### src/sv/utf8v_pkg.sv
package utf8v_pkg;

   localparam int POSITION_BITS_DEFAULT = 16;
   localparam int RSP_POSITION_BITS = 16;

   localparam logic [1:0] VERDICT_ASCII   = 2'd0;
   localparam logic [1:0] VERDICT_VALID   = 2'd1;
   localparam logic [1:0] VERDICT_INVALID = 2'd2;

   typedef struct packed {
      logic [1:0]                   verdict;
      logic [RSP_POSITION_BITS-1:0] position;
      logic                         count_overflow;
   } rsp_type;

   // sequence length announced by a lead byte, zero for a bad lead
   function automatic logic [2:0] lead_length(input logic [7:0] b);
      logic [2:0] n;
      n = 3'd0;
      if (b inside {[8'h00:8'h7F]}) begin
         n = 3'd1;
      end else if (b inside {[8'hC2:8'hDF]}) begin
         n = 3'd2;
      end else if (b inside {[8'hE0:8'hEF]}) begin
         n = 3'd3;
      end else if (b inside {[8'hF0:8'hF4]}) begin
         n = 3'd4;
      end
      return n;
   endfunction

   // full check of a completed multi-byte sequence, bytes right aligned
   function automatic logic seq_ok(input logic [2:0] len, input logic [31:0] v);
      logic ok;
      ok = 1'b0;
      case (len)
         3'd2: begin
            ok = (v[7:0] & 8'hC0) == 8'h80;
         end
         3'd3: begin
            ok = ((v & 32'h00F0C0C0) == 32'h00E08080)
               && (v >= 32'h00E0A080)
               && ((v & 32'h00EFA080) != 32'h00EDA080)
               && !((v >= 32'h00EFB790) && ((v <= 32'h00EFB7AF) || (v >= 32'h00EFBFBE)));
         end
         3'd4: begin
            ok = ((v & 32'hF8C0C0C0) == 32'hF0808080)
               && (v >= 32'hF0908080)
               && (v <= 32'hF48FBFBF)
               && ((v & 32'h000FBFBE) != 32'h000FBFBE);
         end
         default: begin
            ok = 1'b0;
         end
      endcase
      return ok;
   endfunction

endpackage

### src/sv/utf8_stream_validator.sv
// a final beat passes through the input register, then its result is held in the result register
// throughput: one byte beat per cycle; non-final beats keep flowing while a result waits
// the input register only holds when a final beat meets a stalled full result register
// reset: synchronous, active high; clears both registers' valid flags and the scan state
module utf8_stream_validator #(
   parameter int POSITION_BITS = utf8v_pkg::POSITION_BITS_DEFAULT
) (
   input  logic        clock,
   input  logic        reset,
   input  logic        req_valid,
   output logic        req_stall,
   input  logic [7:0]  req_data_byte,
   input  logic        req_last_byte,
   output logic        rsp_valid,
   input  logic        rsp_stall,
   output logic [1:0]  rsp_verdict,
   output logic [15:0] rsp_position,
   output logic        rsp_count_overflow
);

   logic               in_valid_ff, in_valid_in;
   logic [7:0]         in_byte_ff;
   logic               in_last_ff;
   logic               rsp_valid_ff, rsp_valid_in;
   utf8v_pkg::rsp_type rsp_ff;
   utf8v_pkg::rsp_type result;
   logic               advance;
   logic               req_take;

   assign advance   = in_valid_ff && (!in_last_ff || !rsp_valid_ff || !rsp_stall);
   assign req_stall = in_valid_ff && !advance;
   assign req_take  = req_valid && !req_stall;

   utf8v_scan #(
      .POSITION_BITS(POSITION_BITS)
   ) u_scan (
      .clock    (clock),
      .reset    (reset),
      .step     (advance),
      .data_byte(in_byte_ff),
      .last_byte(in_last_ff),
      .result   (result)
   );

   always_comb begin
      in_valid_in = in_valid_ff;
      if (req_take) begin
         in_valid_in = 1'b1;
      end else if (advance) begin
         in_valid_in = 1'b0;
      end
      rsp_valid_in = rsp_valid_ff;
      if (advance && in_last_ff) begin
         rsp_valid_in = 1'b1;
      end else if (!rsp_stall) begin
         rsp_valid_in = 1'b0;
      end
   end

   always_ff @(posedge clock) begin
      if (reset) begin
         in_valid_ff  <= 1'b0;
         rsp_valid_ff <= 1'b0;
      end else begin
         in_valid_ff  <= in_valid_in;
         rsp_valid_ff <= rsp_valid_in;
      end
   end

   always_ff @(posedge clock) begin
      if (req_take) begin
         in_byte_ff <= req_data_byte;
         in_last_ff <= req_last_byte;
      end
      if (advance && in_last_ff) begin
         rsp_ff <= result;
      end
   end

   assign rsp_valid          = rsp_valid_ff;
   assign rsp_verdict        = rsp_ff.verdict;
   assign rsp_position       = rsp_ff.position;
   assign rsp_count_overflow = rsp_ff.count_overflow;

`ifndef SYNTHESIS
   // only a held final beat can back-pressure the input
   a_stall_needs_final: assert property (@(posedge clock) disable iff (reset)
      req_stall |-> (in_valid_ff && in_last_ff && rsp_valid_ff))
      else $error("input stalled without a blocked final beat");

   a_result_from_final: assert property (@(posedge clock) disable iff (reset)
      (!rsp_valid_ff && rsp_valid_in) |-> (advance && in_last_ff))
      else $error("result raised without a final beat");

   a_reset_clears: assert property (@(posedge clock)
      reset |=> (!rsp_valid_ff && !in_valid_ff))
      else $error("valid flags not cleared by reset");
`endif

endmodule

### src/sv/utf8v_scan.sv
module utf8v_scan #(
   parameter int POSITION_BITS = utf8v_pkg::POSITION_BITS_DEFAULT
) (
   input  logic               clock,
   input  logic               reset,
   input  logic               step,
   input  logic [7:0]         data_byte,
   input  logic               last_byte,
   output utf8v_pkg::rsp_type result
);

   localparam logic [POSITION_BITS-1:0] COUNT_MAX = '1;

   logic [POSITION_BITS-1:0] byte_count_ff, byte_count_in;
   logic [POSITION_BITS-1:0] seq_start_ff, seq_start_in;
   logic [23:0]              seq_bytes_ff, seq_bytes_in;
   logic [2:0]               seq_length_ff, seq_length_in;
   logic [1:0]               pending_ff, pending_in;
   logic                     ascii_ff, ascii_in;
   logic                     failed_ff, failed_in;
   logic [POSITION_BITS-1:0] fail_offset_ff, fail_offset_in;
   logic                     overflowed_ff, overflowed_in;

   logic [POSITION_BITS-1:0] count_next;
   logic                     ovf_next;
   logic [POSITION_BITS-1:0] start_next;
   logic [23:0]              bytes_next;
   logic [2:0]               length_next;
   logic [1:0]               pend_next;
   logic                     ascii_next;
   logic                     failed_next;
   logic [POSITION_BITS-1:0] offset_next;
   logic [2:0]               lead_n;
   logic [31:0]              seq_word;
   logic [POSITION_BITS-1:0] pos_sel;
   logic [31:0]              pos_wide;

   assign lead_n   = utf8v_pkg::lead_length(data_byte);
   assign seq_word = {seq_bytes_ff, data_byte};

   always_comb begin
      count_next  = (byte_count_ff == COUNT_MAX) ? byte_count_ff : byte_count_ff + 1'b1;
      ovf_next    = overflowed_ff | (byte_count_ff == COUNT_MAX);
      start_next  = seq_start_ff;
      bytes_next  = seq_bytes_ff;
      length_next = seq_length_ff;
      pend_next   = pending_ff;
      ascii_next  = ascii_ff;
      failed_next = failed_ff;
      offset_next = fail_offset_ff;

      if (!failed_ff) begin
         if (pending_ff == 2'd0) begin
            if (lead_n == 3'd0) begin
               failed_next = 1'b1;
               offset_next = byte_count_ff;
            end else if (lead_n > 3'd1) begin
               start_next  = byte_count_ff;
               bytes_next  = {16'd0, data_byte};
               length_next = lead_n;
               pend_next   = 2'(lead_n - 3'd1);
            end
         end else begin
            pend_next = pending_ff - 2'd1;
            if (pending_ff == 2'd1) begin
               if (utf8v_pkg::seq_ok(seq_length_ff, seq_word)) begin
                  ascii_next = 1'b0;
               end else begin
                  failed_next = 1'b1;
                  offset_next = seq_start_ff;
               end
               bytes_next  = 24'd0;
               length_next = 3'd0;
            end else begin
               bytes_next = seq_word[23:0];
            end
         end
      end

      // sequence cut off by the end of the buffer
      if (last_byte && !failed_next && (pend_next != 2'd0)) begin
         failed_next = 1'b1;
         offset_next = start_next;
      end

      pos_sel  = failed_next ? offset_next : count_next;
      pos_wide = 32'(pos_sel);
      result.verdict = failed_next ? utf8v_pkg::VERDICT_INVALID
                     : (ascii_next ? utf8v_pkg::VERDICT_ASCII : utf8v_pkg::VERDICT_VALID);
      result.position       = pos_wide[utf8v_pkg::RSP_POSITION_BITS-1:0];
      result.count_overflow = ovf_next;

      if (last_byte) begin
         byte_count_in  = '0;
         seq_start_in   = '0;
         seq_bytes_in   = '0;
         seq_length_in  = '0;
         pending_in     = '0;
         ascii_in       = 1'b1;
         failed_in      = 1'b0;
         fail_offset_in = '0;
         overflowed_in  = 1'b0;
      end else begin
         byte_count_in  = count_next;
         seq_start_in   = start_next;
         seq_bytes_in   = bytes_next;
         seq_length_in  = length_next;
         pending_in     = pend_next;
         ascii_in       = ascii_next;
         failed_in      = failed_next;
         fail_offset_in = offset_next;
         overflowed_in  = ovf_next;
      end
   end

   always_ff @(posedge clock) begin
      if (reset) begin
         byte_count_ff  <= '0;
         seq_start_ff   <= '0;
         seq_bytes_ff   <= '0;
         seq_length_ff  <= '0;
         pending_ff     <= '0;
         ascii_ff       <= 1'b1;
         failed_ff      <= 1'b0;
         fail_offset_ff <= '0;
         overflowed_ff  <= 1'b0;
      end else if (step) begin
         byte_count_ff  <= byte_count_in;
         seq_start_ff   <= seq_start_in;
         seq_bytes_ff   <= seq_bytes_in;
         seq_length_ff  <= seq_length_in;
         pending_ff     <= pending_in;
         ascii_ff       <= ascii_in;
         failed_ff      <= failed_in;
         fail_offset_ff <= fail_offset_in;
         overflowed_ff  <= overflowed_in;
      end
   end

`ifndef SYNTHESIS
   // no sequence left open once a failure is latched
   a_fail_closes_seq: assert property (@(posedge clock) disable iff (reset)
      failed_ff |-> (pending_ff == 2'd0))
      else $error("sequence still open after failure");

   a_pending_below_len: assert property (@(posedge clock) disable iff (reset)
      (pending_ff != 2'd0) |-> (seq_length_ff > {1'b0, pending_ff}))
      else $error("pending count not below sequence length");

   a_overflow_saturated: assert property (@(posedge clock) disable iff (reset)
      overflowed_ff |-> (byte_count_ff == COUNT_MAX))
      else $error("overflow flagged with unsaturated count");
`endif

endmodule
### config.mk
export PLATFORM = sky130hd
export DESIGN_NAME = utf8_stream_validator
export DESIGN_NICKNAME = d
export VERILOG_FILES = /design/src/sv/utf8v_pkg.sv /design/src/sv/utf8_stream_validator.sv /design/src/sv/utf8v_scan.sv
export SDC_FILE = /design/constraint.sdc
export NUM_CORES = 1
export LEC_CHECK = 0
export ABC_AREA = 1
export BUFFER_PORTS_ARGS = -buffer_cell sky130_fd_sc_hd__buf_4
export CAP_MARGIN = 0
export CORE_MARGIN = 4
export CORE_UTILIZATION = 56
export DETAILED_ROUTE_END_ITERATION = 8
export GPL_TIMING_DRIVEN = 0
export PLACE_DENSITY_LB_ADDON = 0.05
export SLEW_MARGIN = 10
export SYNTH_ARGS = -nofsm -noshare
export SYNTH_HDL_FRONTEND = slang
export SYNTH_SLANG_ARGS = --single-unit
### constraint.sdc
create_clock -name clock -period 2.6 [get_ports clock]
set_clock_uncertainty 0.1 [all_clocks]
set_input_delay 0.26 -clock clock [delete_from_list [all_inputs] [get_ports clock]]
set_output_delay 0.26 -clock clock [all_outputs]
set_load 0.01 [all_outputs]
==> run metrics, run 1 <==
pwr dens=488 nW/µm²; WP data required=2.61 ns; Total Nets Final=1104; Cell Rows=39; fmax=381 MHz; Die Width=118 µm; fill count=995; Clk Tree Root Cell=clkbuf_16; Syn Std Cell Area=6720 µm²; Synth area leader=dfxtp_1; Worst Path Class, Setup=flop to flop; final hold violation count=0; post-synth net total=1018; diode count=0; Mapped Cells=1003; Max-Cap Viols=0; Mean Syn Cell Area=6.70 µm²; Hold Slack=0.0783 ns; First-pass DRT Iterations=5; peak supply drop=0.000560 V; EDFF count, synth=28; register area share after synthesis=36.9%; Die Y=118 µm; CTS Sinks=110; Max Slew Vio Count=0; Max FO, Critical Path=10; CTS clk-pin slew, worst paths=0.07 ns; final-report setup violation count=2; initial antenna violation count=0; Netlist cell types=39; RSZ-0062 raised after global routing=yes; Area growth syn-to-layout=22.3%; final wirelength=20400 µm; H-tree depth=3; Worst-Skew Late Latency=0.36 ns; Slew Limit Headroom=33.1%; Avg WL per Cell=16.5 µm; first-pass GRT wire length=33000 µm; CTS tree=yes; Worst Tran Pin Value=1.00 ns; Yosys warning count=0; largest net degree at the start of global routing=21; remaining antenna violation count after routing=0; dominant cell by count in the synthesized netlist=nand2_1; DRC=0; share of cells above drive strength 1=23.9%; final setup margin=-0.0224 ns; Initial Utilization=58.1%; IO buf count=33; CORE AREA=11600 µm²; GR Overflow Total=0; Tcrit/Tclk final=101%; pre-CTS WS=-0.407 ns; minimum clock period=2.62 ns; synth top area cells=dfxtp_1 24%, nand2_1 17%, edfxtp_1 13%; CP Data Arrival Time=2.63 ns; Leakage Power=0.00339 µW; Hold Crit Class=input port to flop; Worst Setup Start Kind=flop; total power=4010 µW; IO Count=34; outcome=finished with violations; element type at the critical path end=flop; Seq cells post-synth=110; routed via count=6998; clock buffer depth=2; list of most frequent post-synthesis cells=296 x nand2_1, 106 x inv_1, 105 x a21oi_1; die area=13800 µm²; Top FF cell, synth=dfxtp_1; Tot GR Track Use=29.3%; routed vias/inst=5.66; total CTS buffers=9; failing checks=negative setup slack; number of global-route vias before repair=6337; DR iter-0 viols=680; top cell type's share of synthesized area=24.4%; dpl hpwl=14100 µm; gpl congestion=0.933; share of flip-flops with an asynchronous set or reset=0%
metal layers:
metal	vias up	global-route usage (%)	wire length, µm
met4	0	9.89	533
met3	42	5.00	1540
met2	314	43.0	8830
li1	3419	-	-
met5	-	0	0
met1	3223	43.7	9470
registers in the layout (all words and copies together) (netlist names):
name                   cells
u_scan.seq_start_ff       16
rsp_count_overflow         1
u_scan.failed_ff           1
u_scan.fail_offset_ff     16
u_scan.ascii_ff            1
in_last_ff                 1
in_byte_ff                 8
u_scan.overflowed_ff       1
in_valid_ff                1
u_scan.pending_ff          2
u_scan.seq_bytes_ff       24
u_scan.byte_count_ff      16
u_scan.seq_length_ff       3
rsp_valid                  1
rsp_position              16
rsp_verdict                2
stage by stage:
stage               cells  util (%)  setup TNS, ns  instance area [µm²]
floorplan            1003         -              0                 6720
global placement     1179      61.8          -9.25                 7150
global route         1237      71.0          -2.88                 8210
CTS                  1223      67.8              0                 7850
finish               1237      71.0        -0.0269                 8210
detailed placement   1179      61.8          -9.35                 7150
cell families after synthesis:
group / synth area share (%)
AO/OA/AOI/OAI: 14.4
XOR/XNOR: 1.17
adder cells (fa/ha/maj): 0.372
buffers and inverters: 10.1
flip-flops: 36.9
AND/OR/NAND/NOR: 37.0
timing repair:
action / CTS / global route
cloned: 1 / 0
hold buffers: 9 / 0
hold endpoints to repair: 9 / 0
pin swaps: 14 / 29
endpoints found under the setup margin: 57 / 87
buffers inserted: 18 / 16
gates resized for setup: 36 / 92
cell type report:
type	instances	area [µm²]	share of cell area, %
multi-input cells	723	3880	47.2
flip-flops and latches	110	2490	30.3
repair buffers	77	636	7.74
inverters	122	463	5.64
plain buffers	46	248	3.02
clock buffers	9	225	2.74
well taps	143	179	2.18
clock inverters	7	97.6	1.19
where the power goes:
part	total (µW)	internal (µW)	switching, µW
registers	1850	1810	47.1
logic	635	220	415
clock network	1520	849	675
total	4010	2870	1140
worst max-delay path: stages, from the launching register on:
cell	delay, ns
edfxtp_1	0.45
buf_6	0.15
nand2_8	0.06
nor2_4	0.10
o21ai_2	0.07
ha_2	0.20
nand2_4	0.10
nand3_4	0.12
buf_4	0.16
clkbuf_2	0.21
o21ai_0	0.29
nand3_1	0.17
nand3_2	0.11
nand2_2	0.07
worst paths after layout:
kind	from	to	slack [ns]	cells past startpoint
max	in_byte_ff[7]$_DFFE_PP_	rsp_position[15]$_DFFE_PP_	-0.02	13
min	req_valid	in_valid_ff$_SDFFE_PP0P_	0.08	3
max reg2reg	in_byte_ff[7]$_DFFE_PP_	rsp_position[15]$_DFFE_PP_	-0.02	13
min reg2reg	u_scan.seq_bytes_ff[16]$_SDFFE_PP0P_	u_scan.seq_bytes_ff[16]$_SDFFE_PP0P_	0.38	2
layout by cell type, fill, tap and decap left out, types with 28 or more instances in the layout:
| master | instances |
|---|---|
| buf_4 | 66 |
| inv_1 | 98 |
| nor2_1 | 68 |
| nand3_2 | 36 |
| nand2_1 | 277 |
| edfxtp_1 | 28 |
| dfxtp_1 | 78 |
| o21ai_0 | 35 |
| nand3_1 | 49 |
| a21oi_1 | 96 |
| nand2_2 | 31 |
No activity file was read; power rests on OpenSTA's default activity.
==> inputs of run 2 (changes only) <==
- ABC_AREA: 1 -> unset
==> run 2 against run 1 <==
The run still ends with negative setup slack left. Clock-buffer cell count up 1. Via count shrank 3.1%. Combinational power is 18% lower. Area after synthesis is 7.4% lower. Synthesized cell count shrank 26%. Wire length is 10% higher. First-iteration DRC count grew 61%. Setup slack worse by 0.46 ns. Non-clock buffer count rose by 22. Final area shrank 0.62%. Hold slack worse by 0.030 ns. Critical path depth fell by 3. Highest routed layer unchanged.
==> run metrics, run 2 <==
Netlist cell types=72; Avg WL per Cell=22.8 µm; final hold violation count=0; Max Slew Vio Count=0; share of cells above drive strength 1=28.1%; CTS tree=yes; final-report setup violation count=43; capture point of the worst reg-to-reg path=rsp_position[15]$_DFFE_PP_; Tcrit/Tclk final=119%; most frequent cells in the layout=72 x dfxtp_1, 70 x buf_4, 66 x nand2_1, 63 x nor2_1, 60 x a21oi_1; Worst-Skew Late Latency=0.41 ns; remaining antenna violation count after routing=0; Max-Cap Viols=0; initial antenna violation count=0; register area share after synthesis=39.9%; GR Overflow Total=0; Area growth syn-to-layout=31.2%; Hold Crit Start=rsp_stall; total power=3490 µW; Tot GR Track Use=33.2%; reg2reg setup slack=-0.48 ns; Slew Limit Headroom=40.2%; sequential power share=51.7%; Synth area leader=dfxtp_1; final setup margin=-0.482 ns; Largest register FFs=24; Hold Path End=rsp_valid$_SDFFE_PP0P_; total CTS buffers=9; WP data required=2.66 ns; Leakage Power=0.00289 µW; post-synth net total=761; list of most frequent post-synthesis cells=82 x dfxtp_1, 75 x a21oi_1, 75 x nand2_1; IO Count=34; Die Y=113 µm; top cell type's share of synthesized area=26.4%; fill count=791; outcome=finished with violations; minimum clock period=3.08 ns; EDFF count, synth=28; hold path depth=3; CORE AREA=10800 µm²; dpl cells=918; CP Data Arrival Time=3.14 ns; non-filler cells, final=984; routed via count=6784; Worst Path Class, Setup=flop to flop; Cell Rows=38; dominant cell by count in the synthesized netlist=dfxtp_1; dpl hpwl=14400 µm; IO buf count=32; Initial Utilization=57.4%; Comb power frac=14.8%; DR iter-0 viols=1096; peak supply drop=0.000556 V; diode count=0; Hold Slack=0.0486 ns; cells on worst reg2reg path=10; DRC=0; Syn Std Cell Area=6220 µm²; Top FF cell, synth=dfxtp_1; pwr dens=428 nW/µm²; Hold Crit Class=input port to flop; CTS Sinks=110; Total Nets Final=854; die area=12900 µm²; synth top area cells=dfxtp_1 26%, edfxtp_1 14%, a21oi_1 6.0%; RR Startpoint=in_byte_ff[1]$_DFFE_PP_; share of flip-flops with an asynchronous set or reset=0%; Yosys warning count=0; H-tree depth=3; gpl congestion=0.924; largest net degree at the start of global routing=23; clock share of power=33.4%; CTS clk-pin slew, worst paths=0.10 ns; element type at the critical path end=flop; failing checks=negative setup slack; routed vias/inst=6.89; Clk Tree Root Cell=clkbuf_8; Mean Syn Cell Area=8.34 µm²; most common cell after layout, fill and taps aside=dfxtp_1; final wirelength=22400 µm; number of global-route vias before repair=6213; First-pass DRT Iterations=6; Switch Pwr=959 µW; Worst Tran Pin Value=0.894 ns; Seq cells post-synth=110; Largest Register=u_scan.seq_bytes_ff; fmax=324 MHz; RSZ-0062 raised after global routing=yes; Die Width=113 µm; Mapped Cells=746; post-layout util=75.3%; Max FO, Critical Path=7; clock buffer depth=2; first-pass GRT wire length=33500 µm; Sw Ratio=27.4%; Worst Setup Start Kind=flop; Int Power=2540 µW
## run 2: cell types whose count changed in the layout (fill, tap and decap cells not counted), sizes merged, moves of 15 or more
cell   previous run  this run
a21oi           115        76
a22oi             0        33
buf              84       101
inv             122        14
mux2i             0        18
nand2           322        75
nand3            88        49
nand4            25        10
nor2             87        69
## run 2: critical path: stages (launching register included)
cell	delay, ns
edfxtp_1	0.44
or4_4	0.52
o211ai_4	0.22
ha_4	0.17
nand4b_1	0.12
nand3_2	0.14
nor3_4	0.06
a21oi_4	0.40
o21ai_4	0.11
a221o_1	0.30
a32o_2	0.27
## run 2: logic make-up after synthesis
group,Yosys count,share of synthesized area (%)
AOI/OAI and AO/OA,242,26.6
muxes,27,4.52
xor gates and xnor gates,3,0.422
adders and majority gates,2,0.402
buffers and inverters,78,5.23
DFF,110,39.9
and+or+nand+nor,284,22.9
## run 2: how the worst max path moves through the flow
stage	startpoint	end	depth (start not counted)
after floorplan	in_byte_ff[5]$_DFFE_PP_	rsp_position[0]$_DFFE_PP_	10
after global placement	in_byte_ff[5]$_DFFE_PP_	rsp_position[6]$_DFFE_PP_	10
after detailed placement	in_byte_ff[5]$_DFFE_PP_	rsp_position[4]$_DFFE_PP_	11
after CTS	in_byte_ff[2]$_DFFE_PP_	rsp_position[15]$_DFFE_PP_	10
after global routing	in_byte_ff[2]$_DFFE_PP_	rsp_position[13]$_DFFE_PP_	11
final	in_byte_ff[1]$_DFFE_PP_	rsp_position[15]$_DFFE_PP_	10
## run 2: cell type report
cell class	instances	area, µm²	share of cell area (%)
Sequential cell	110	2500	30.6
Tap cell	140	175	2.15
Buffer	56	347	4.25
Clock inverter	6	86.3	1.06
Timing Repair Buffer	89	752	9.21
Inverter	14	52.6	0.644
Multi-Input combinational cell	559	4130	50.5
Clock buffer	10	128	1.56
## run 2: timing repair
action                     in CTS  in global routing
setup endpoints to repair      80                 83
hold endpoints to repair        9                  0
pin swaps                      24                 19
cloned                          2                  2
buffers inserted               17                 29
resized for setup              64                125
hold buffers                    9                  0
## run 2: metrics by stage
step | cell area (µm²) | setup WS [ns] | setup TNS (ns)
after floorplan | 6300 | -0.333 | -5.50
after global placement | 6720 | -0.868 | -34.71
after detailed placement | 6720 | -0.885 | -38.59
after CTS | 7470 | -0.410 | -7.89
after global routing | 8160 | -0.592 | -16.34
final | 8160 | -0.482 | -10.26
## run 2: layer usage
| metal | global-route usage, % | up-vias | wire length, µm |
|---|---|---|---|
| met5 | 0 | - | 0 |
| met1 | 46.7 | 3226 | 9050 |
| met2 | 49.1 | 465 | 9900 |
| met4 | 11.1 | 0 | 725 |
| met3 | 9.60 | 81 | 2740 |
| li1 | - | 3012 | - |
## run 2: power by group through the flow
| stage | combinational, µW | clock (µW) | sequential, µW |
|---|---|---|---|
| floorplan | 228 | 0 | 1850 |
| global placement | 352 | 0 | 1840 |
| detailed placement | 357 | 0 | 1850 |
| CTS | 425 | 1160 | 1810 |
| global route | 544 | 1220 | 1810 |
| finish | 518 | 1170 | 1810 |
